[src/rtl/ppd_pkg.sv]
// ----------------------------------------------------------------------------
// Path point decimator package
// Shared payload types, register indexes and widths.
// ----------------------------------------------------------------------------
package ppd_pkg;

  localparam int unsigned MaxPoints = 65536;
  localparam int unsigned CountW    = $clog2(MaxPoints + 1);
  localparam int unsigned ArcW      = 40;
  localparam int unsigned CfgIdxW   = 2;
  localparam int unsigned CfgDataW  = 16;

  localparam logic [CfgIdxW-1:0] RegMinSpacing = 2'd0;
  localparam logic [CfgIdxW-1:0] RegShiftX     = 2'd1;
  localparam logic [CfgIdxW-1:0] RegShiftY     = 2'd2;
  localparam logic [CfgIdxW-1:0] RegTurnThresh = 2'd3;

  typedef struct packed {
    logic signed [31:0] pos_x_mm;
    logic signed [31:0] pos_y_mm;
    logic signed [15:0] heading_angle;
    logic               has_heading;
    logic               start_new_path;
  } in_item_t;

  typedef struct packed {
    logic               kept;
    logic [15:0]        point_index;
    logic signed [31:0] out_x_mm;
    logic signed [31:0] out_y_mm;
    logic [ArcW-1:0]    arc_length_mm;
    logic               course_mark;
  } out_item_t;

endpackage

[src/rtl/ppd_isqrt.sv]
// ----------------------------------------------------------------------------
// Path point decimator square root unit
// Squares two 33-bit magnitudes bit-serially and then takes the integer
// square root of the 66-bit sum, one root bit per cycle.
// ----------------------------------------------------------------------------
module ppd_isqrt
  import ppd_pkg::*;
(
  input  logic        clk_i,
  input  logic        rst_ni,
  input  logic        start_i,
  input  logic [32:0] ax_i,
  input  logic [32:0] ay_i,
  output logic        done_o,
  output logic [32:0] root_o
);

  localparam logic [1:0] StIdle = 2'd0;
  localparam logic [1:0] StSq   = 2'd1;
  localparam logic [1:0] StRoot = 2'd2;

  logic [1:0]  state_q, state_d;
  logic [5:0]  cnt_q, cnt_d;
  logic [32:0] mx_q, mx_d, my_q, my_d;
  logic [32:0] ax_q, ax_d, ay_q, ay_d;
  logic [65:0] acc_q, acc_d;
  logic [34:0] rem_q, rem_d;
  logic [32:0] root_q, root_d;
  logic        done_q, done_d;
  logic [34:0] rem_sh, trial;

  // Each squaring step adds one shifted partial product of each square.
  always_comb begin
    state_d = state_q;
    cnt_d   = cnt_q;
    mx_d    = mx_q;
    my_d    = my_q;
    ax_d    = ax_q;
    ay_d    = ay_q;
    acc_d   = acc_q;
    rem_d   = rem_q;
    root_d  = root_q;
    done_d  = 1'b0;
    rem_sh  = {rem_q[32:0], acc_q[65:64]};
    trial   = {root_q[32:0], 2'b01};
    unique case (state_q)
      StIdle: begin
        if (start_i) begin
          state_d = StSq;
          cnt_d   = 6'd0;
          mx_d    = ax_i;
          my_d    = ay_i;
          ax_d    = ax_i;
          ay_d    = ay_i;
          acc_d   = '0;
        end
      end
      StSq: begin
        acc_d = acc_q + (mx_q[0] ? {33'd0, ax_q} : 66'd0)
                      + (my_q[0] ? {33'd0, ay_q} : 66'd0);
        mx_d  = mx_q >> 1;
        my_d  = my_q >> 1;
        ax_d  = ax_q;
        ay_d  = ay_q;
        // Partial products are accumulated MSB-aligned by rotating the sum.
        acc_d = {acc_d[0], acc_d[65:1]};
        cnt_d = cnt_q + 6'd1;
        if (cnt_q == 6'd32) begin
          // Undo the remaining rotation: 33 right rotates of 66 bits.
          acc_d = {acc_d[32:0], acc_d[65:33]};
          state_d = StRoot;
          cnt_d   = 6'd0;
          rem_d   = '0;
          root_d  = '0;
        end
      end
      StRoot: begin
        if (rem_sh >= trial) begin
          rem_d  = rem_sh - trial;
          root_d = {root_q[31:0], 1'b1};
        end else begin
          rem_d  = rem_sh;
          root_d = {root_q[31:0], 1'b0};
        end
        acc_d = {acc_q[63:0], 2'b00};
        cnt_d = cnt_q + 6'd1;
        if (cnt_q == 6'd32) begin
          state_d = StIdle;
          done_d  = 1'b1;
        end
      end
      default: state_d = StIdle;
    endcase
  end

  always_ff @(posedge clk_i or negedge rst_ni) begin
    if (!rst_ni) begin
      state_q <= StIdle;
      cnt_q   <= '0;
      done_q  <= 1'b0;
    end else begin
      state_q <= state_d;
      cnt_q   <= cnt_d;
      done_q  <= done_d;
    end
  end

  always_ff @(posedge clk_i) begin
    mx_q   <= mx_d;
    my_q   <= my_d;
    ax_q   <= ax_d;
    ay_q   <= ay_d;
    acc_q  <= acc_d;
    rem_q  <= rem_d;
    root_q <= root_d;
  end

  assign done_o = done_q;
  assign root_o = root_q;

endmodule

[src/rtl/path_point_decimator.sv]
// ----------------------------------------------------------------------------
// Path point decimator
// Keeps recorded path points that lie at least a minimum spacing apart.
// ----------------------------------------------------------------------------
// Usage: points enter on the input channel (in_valid_i / in_stall_o) and one
// result per point leaves on the output channel (out_valid_o / out_stall_i).
// A transfer happens on a rising edge with valid high and stall low.
// Registers are written through cfg_valid_i / cfg_ready_o with an index and
// 16 bits of data; the user writes them only while the block is idle, which the block itself does not enforce.
// The first point of a path and points past the path limit skip the distance
// unit and are loaded into the output register from the distance state; any
// other point passes through the distance unit: it is started, squares both
// offsets one multiplier bit a cycle, forms one square root bit a cycle, and
// then the result is loaded into the output register.
// One point is processed at a time; the next is taken once the result has
// moved to the output register.
// Reset clears the path state and loads the register defaults. When the
// receiver stalls, the result holds and at most one further point is taken
// up to that output register.
// ----------------------------------------------------------------------------
module path_point_decimator
  import ppd_pkg::*;
(
  input  logic                clk_i,
  input  logic                rst_ni,
  input  logic                in_valid_i,
  output logic                in_stall_o,
  input  in_item_t            in_data_i,
  output logic                out_valid_o,
  input  logic                out_stall_i,
  output out_item_t           out_data_o,
  input  logic                cfg_valid_i,
  output logic                cfg_ready_o,
  input  logic [CfgIdxW-1:0]  cfg_index_i,
  input  logic [CfgDataW-1:0] cfg_data_i
);

  localparam logic [1:0] StIdle = 2'd0;
  localparam logic [1:0] StDist = 2'd1;
  localparam logic [1:0] StDone = 2'd2;

  logic [15:0]        min_sp_q;
  logic signed [15:0] shx_q, shy_q;
  logic [14:0]        thr_q;

  logic [CountW-1:0]  cnt_q;
  logic signed [31:0] lx_q, ly_q;
  logic [ArcW-1:0]    len_q;
  logic signed [15:0] ph_q;
  logic               phv_q;

  logic [1:0]         state_q;
  in_item_t           it_q;
  logic signed [31:0] nx_q, ny_q;
  logic               first_q, full_q;
  logic               ovalid_q;
  out_item_t          odata_q;

  logic               sq_start, sq_done;
  logic               sq_busy_q;
  logic [32:0]        sq_root;
  logic signed [32:0] ddx, ddy;
  logic [32:0]        adx, ady;

  logic signed [32:0] sumx, sumy;
  logic signed [31:0] satx, saty;

  logic               in_acc, out_acc;
  logic               load_dist, load_done;

  // Result forming.
  logic               keep;
  logic [32:0]        seg_len;
  logic [ArcW:0]      len_sum;
  logic [ArcW-1:0]    len_new;
  logic signed [15:0] href, hdiff;
  logic [15:0]        hmag;
  logic               ready_res;

  // Held result when the distance finishes while the output is still full.
  logic               odata_keep_q;
  logic [ArcW-1:0]    len_hold_q;
  out_item_t          res_hold_q, res_now;
  logic [CountW-1:0]  cnt_after;

  assign cfg_ready_o = 1'b1;
  always_ff @(posedge clk_i or negedge rst_ni) begin
    if (!rst_ni) begin
      min_sp_q <= 16'd100;
      shx_q    <= '0;
      shy_q    <= '0;
      thr_q    <= 15'd5461;
    end else if (cfg_valid_i) begin
      unique case (cfg_index_i)
        RegMinSpacing: min_sp_q <= cfg_data_i;
        RegShiftX:     shx_q    <= cfg_data_i;
        RegShiftY:     shy_q    <= cfg_data_i;
        RegTurnThresh: thr_q    <= cfg_data_i[14:0];
        default: ;
      endcase
    end
  end

  assign sumx = 33'(in_data_i.pos_x_mm) + 33'(shx_q);
  assign sumy = 33'(in_data_i.pos_y_mm) + 33'(shy_q);
  assign satx = (sumx[32] != sumx[31]) ? {sumx[32], {31{~sumx[32]}}} : sumx[31:0];
  assign saty = (sumy[32] != sumy[31]) ? {sumy[32], {31{~sumy[32]}}} : sumy[31:0];

  assign ddx = 33'(nx_q) - 33'(lx_q);
  assign ddy = 33'(ny_q) - 33'(ly_q);
  assign adx = ddx[32] ? 33'(-ddx) : ddx;
  assign ady = ddy[32] ? 33'(-ddy) : ddy;

  assign in_stall_o = (state_q != StIdle);
  assign in_acc     = in_valid_i && (state_q == StIdle);
  assign out_acc    = ovalid_q && !out_stall_i;
  assign sq_start   = (state_q == StDist) && !first_q && !full_q && !sq_busy_q;

  ppd_isqrt u_isqrt (
    .clk_i   (clk_i),
    .rst_ni  (rst_ni),
    .start_i (sq_start),
    .ax_i    (adx),
    .ay_i    (ady),
    .done_o  (sq_done),
    .root_o  (sq_root)
  );

  assign ready_res = first_q || full_q || sq_done;
  assign seg_len   = (first_q || full_q) ? 33'd0 : sq_root;
  assign keep      = !full_q && (first_q || (seg_len >= {17'd0, min_sp_q}));
  assign len_sum   = {1'b0, len_q} + {8'd0, seg_len};
  assign len_new   = len_sum[ArcW] ? {ArcW{1'b1}} : len_sum[ArcW-1:0];
  assign href      = phv_q ? ph_q : it_q.heading_angle;
  assign hdiff     = it_q.heading_angle - href;
  assign hmag      = hdiff[15] ? 16'(-hdiff) : hdiff;

  assign load_dist = (state_q == StDist) && ready_res && (!ovalid_q || out_acc);
  assign load_done = (state_q == StDone) && (!ovalid_q || out_acc);

  always_ff @(posedge clk_i or negedge rst_ni) begin
    if (!rst_ni) begin
      state_q   <= StIdle;
      sq_busy_q <= 1'b0;
      ovalid_q  <= 1'b0;
      cnt_q     <= '0;
      lx_q      <= '0;
      ly_q      <= '0;
      len_q     <= '0;
      ph_q      <= '0;
      phv_q     <= 1'b0;
    end else begin
      if (load_dist || load_done) begin
        ovalid_q <= 1'b1;
      end else if (out_acc) begin
        ovalid_q <= 1'b0;
      end
      if (sq_start) begin
        sq_busy_q <= 1'b1;
      end else if (load_dist || load_done) begin
        sq_busy_q <= 1'b0;
      end
      unique case (state_q)
        StIdle: begin
          if (in_acc) begin
            if (in_data_i.start_new_path) begin
              cnt_q <= '0;
              lx_q  <= '0;
              ly_q  <= '0;
              len_q <= '0;
              ph_q  <= '0;
              phv_q <= 1'b0;
            end
            state_q <= StDist;
          end
        end
        StDist: begin
          if (load_dist) begin
            state_q <= StIdle;
            if (keep) begin
              if (!first_q) len_q <= len_new;
              lx_q  <= nx_q;
              ly_q  <= ny_q;
              cnt_q <= cnt_q + 1'b1;
              if (it_q.has_heading) begin
                ph_q  <= it_q.heading_angle;
                phv_q <= 1'b1;
              end
            end
          end else if (sq_done) begin
            state_q <= StDone;
          end
        end
        StDone: begin
          if (load_done) begin
            state_q <= StIdle;
            if (odata_keep_q) begin
              len_q <= len_hold_q;
              lx_q  <= nx_q;
              ly_q  <= ny_q;
              cnt_q <= cnt_q + 1'b1;
              if (it_q.has_heading) begin
                ph_q  <= it_q.heading_angle;
                phv_q <= 1'b1;
              end
            end
          end
        end
        default: state_q <= StIdle;
      endcase
    end
  end

  assign cnt_after = (state_q == StIdle && in_acc && in_data_i.start_new_path)
                     ? '0 : cnt_q;

  always_comb begin
    res_now = '0;
    if (keep) begin
      res_now.kept          = 1'b1;
      res_now.point_index   = (cnt_q > CountW'(16'hFFFF)) ? 16'hFFFF : cnt_q[15:0];
      res_now.out_x_mm      = nx_q;
      res_now.out_y_mm      = ny_q;
      res_now.arc_length_mm = first_q ? len_q : len_new;
      res_now.course_mark   = it_q.has_heading && (hmag > {1'b0, thr_q});
    end
  end

  always_ff @(posedge clk_i) begin
    if (in_acc) begin
      it_q    <= in_data_i;
      nx_q    <= satx;
      ny_q    <= saty;
      first_q <= (cnt_after == '0);
      full_q  <= (cnt_after >= CountW'(MaxPoints));
    end
    if (state_q == StDist && sq_done) begin
      res_hold_q   <= res_now;
      odata_keep_q <= keep;
      len_hold_q   <= len_new;
    end
    if (load_dist) begin
      odata_q <= res_now;
    end else if (load_done) begin
      odata_q <= res_hold_q;
    end
  end

  assign out_valid_o = ovalid_q;
  assign out_data_o  = odata_q;

endmodule

[config.mk]
export PLATFORM = sky130hd
export DESIGN_NAME = path_point_decimator
export DESIGN_NICKNAME = d
export VERILOG_FILES = /design/src/rtl/ppd_pkg.sv /design/src/rtl/ppd_isqrt.sv /design/src/rtl/path_point_decimator.sv
export SDC_FILE = /design/constraint.sdc
export NUM_CORES = 2
export LEC_CHECK = 0
export BUFFER_PORTS_ARGS = -buffer_cell sky130_fd_sc_hd__buf_2
export CORE_MARGIN = 2
export CORE_UTILIZATION = 35
export CTS_CLUSTER_DIAMETER = 40
export DETAILED_ROUTE_END_ITERATION = 10
export SYNTH_ARGS = -nofsm -noshare
export SYNTH_HDL_FRONTEND = slang
export SYNTH_SLANG_ARGS = --single-unit
[constraint.sdc]
create_clock -name clk_i -period 24.7 [get_ports clk_i]
set_input_delay 3.705 -clock clk_i [delete_from_list [all_inputs] [get_ports clk_i]]
set_output_delay 3.705 -clock clk_i [all_outputs]
set_load 0.01 [all_outputs]
==> metrics <==
top cells by area, synth edfxtp_1 (37%), dfrtp_1 (9.9%), ha_1 (7.1%); met2 Usage GRT 0.289; Synth area leader edfxtp_1; antenna violations before repair 12; NumNets Final 5540; CTS root buf clkbuf_16; chip width 387 µm; setup_tns 0 ps; status finished, final reports clean; GR peak layer met2; maximum number of pins on one net before global-route repair 99; Core ar. 146000 µm²; Post-synth EDFFs 631; CTS resizes 0; Finish-stage setup viols 0; GR Util met1 0.264; crit path max fanout 20; WP data required 25130 ps; max_cap viols 0; Vias/cell 5.41; GRT met3 Usage 0.0288; Critical Path Start Type input port; post-synthesis area per instance 10.4 µm²; Post-DP HPWL 103 mm; R2R cell count 25; GRT Util Overall 0.184; peak supply drop 0.0841 mV; first-pass GRT wire length 219 mm; CTS tree yes; clk_skew 38.5 ps; asr flop ratio synth 0.253; Hold WC Path Type flip-flop to flip-flop; Routed WL 141 mm; Mapped Area 51400 µm²; Cells after Synth 4925; H-tree depth 3; die footprint 150000 µm²; vias in the first global route 37389; Worst Tran Pin Value 1320 ps; CP Capture Type flip-flop; Most used DFF post-synth edfxtp_1; routed len/inst 19.8 µm; drt first-iter violations 2980; worst skew pair latency 760 ps; grt ovf 0; Leakage 23.8 nW; critical path class input port to flip-flop; IO Count 230; Reg clk slew, reported paths 60 ps; Max Slew Vio Count 0; Arr. time, crit path 7910 ps; Min Clock Period, post-route 7470 ps; Achievable Freq 0.134 GHz; number of detailed-route iterations in the first pass 6; post-CTS setup buffer count 0; number of distinct library cells after synthesis 102; # DRC 0; final antenna-violating net count 0; maximum root-to-sink buffer count 3; final std cells w/o fill 7133; CTS Buf Count 120; area grow syn2layout 14.3%; Vias 38589; RSZ-0062 raised after global routing false; Synth Warn # 0; post-synth net total 5361; Placed Instances 6899; Starting Density 0.352; hold buffers post-CTS 0; layout cells sized above 1 0.146; Synth top area share 0.369; Hold Violations, Final 0; register area share after synthesis 0.474; #FFs+latches synth 845; Die Y 387 µm; input/output buffers 228; Hold Path Cell Cnt 2; clk sink count 845; Power Density 145 nW/µm²; Max transition margin 0.117; Core Rows 140; GP Congestion 0.898; Final Cycle Share 0.302
-- final timing paths --
path,end,slack (ps),startpoint
setup / recovery,nx_q[16],17230,in_data_i[50]
hold / removal,len_q[9],440,len_hold_q[9]
setup reg to reg,out_data_o[0],18750,phv_q
hold reg to reg,len_q[9],440,len_hold_q[9]
max in group asynchronous,len_q[29],19390,rst_ni
min in group asynchronous,shy_q[0],2980,rst_ni
-- routing by layer --
metal,vias up,wire (µm),share of wire
li1,18439,-,-
met1,18950,67200,0.48
met2,1000,63400,0.45
met3,196,7640,0.054
met4,4,3210,0.023
met5,-,27,0.00019
-- cell families (layout without fill, tap and decap cells) --
kind of cell / after synthesis / after routing / synth area share
compound gates: 1283 / 1283 / 0.163
xor+xnor: 296 / 296 / 0.0505
other cells: 1 / 5 / 0.0000730
flops: 845 / 845 / 0.474
mux: 273 / 273 / 0.0581
buf+inv: 548 / 835 / 0.0406
simple gates: 1330 / 1330 / 0.124
fa+ha+maj: 349 / 349 / 0.0900
-- through the flow --
stage               power [mW]  hold WS, ps  utilization  worst slack [ps]  cell area (µm²)
floorplan                 5.61          415            -             14380            51400
global placement          6.69          420        0.374             16600            54500
detailed placement        6.77          431        0.374             16510            54500
CTS                       8.56          443        0.403             17270            58700
global route              9.15          466        0.403             16800            58700
finish                    8.54          443        0.403             17230            58700
-- cell usage in the layout, fill, tap and decap left out, types with 19 or more instances in the layout --
master     synthesis  routed
a22oi_1           77      77
a211oi_1          32      32
nor4_1            20      20
fa_1              40      40
inv_1            334     328
and2_1            91      89
buf_4              4      41
buf_2              3     227
o31ai_1           28      28
o211ai_1          23      23
nand4_1           43      43
nand3_1          147     147
ha_1             291     289
o22ai_1           50      50
nor2_1           288     287
clkbuf_16          0     125
xor2_1           108     108
nor2b_1           43      43
dfrtp_1          204     204
a22o_1            44      44
nand2_1          430     430
a21oi_1          298     295
nand2b_1          33      32
a31oi_1           29      28
edfxtp_1         631     631
xnor2_1          188     188
and3_1            44      43
nor3_1            97      96
a21o_1           153     152
o21bai_1          33      33
o21a_1            67      67
or3_1             19      19
mux2_2           200     200
o21ai_0          290     287
mux2i_1           73      73
-- layout make-up --
type	count	area, µm²
clock inverters	82	861
multi-input cells	3532	25100
well taps	1917	2400
diodes	4	10.0
inverters	336	1260
repair buffers	269	1460
clock buffers	148	3310
fillers	14151	87000
flip-flops and latches	845	24300
-- state kept, by name, summed over array words and instances (netlist names), 40 cells and up --
| name | flops |
|---|---|
| len_hold_q | 40 |
| out_data_o | 122 |
| res_hold_q | 121 |
| len_q | 40 |
| u_isqrt.acc_q | 66 |
-- Yosys cell counts (67+ instances only) --
| library cell | number |
|---|---|
| inv_1 | 334 |
| a22oi_1 | 77 |
| mux2i_1 | 73 |
| clkbuf_1 | 185 |
| a21oi_1 | 298 |
| o21a_1 | 67 |
| nor3_1 | 97 |
| nand3_1 | 147 |
| xnor2_1 | 188 |
| o21ai_0 | 290 |
| ha_1 | 291 |
| a21o_1 | 153 |
| xor2_1 | 108 |
| nor2_1 | 288 |
| nand2_1 | 430 |
| edfxtp_1 | 631 |
| dfrtp_1 | 204 |
| and2_1 | 91 |
| mux2_2 | 200 |
-- where the power goes --
group	total (mW)	switching, mW	internal, mW
sequential	2.37	0.228	2.14
combinational	4.42	2.71	1.71
clock	1.75	0.716	1.03
-- worst max-delay path: stages --
cell and delay, ps:
buf_2 130, ha_1 210, inv_1 80, fa_1 190, nand2b_1 140, a21oi_1 110, o32a_1 470, a21oi_1 360
o31ai_1 170, a31o_2 280, a31oi_1 290, o221a_2 240, mux2i_1 60, buf_4 190, nor2_1 1010, o21ai_0 240
(Power assumes the default switching activity.)
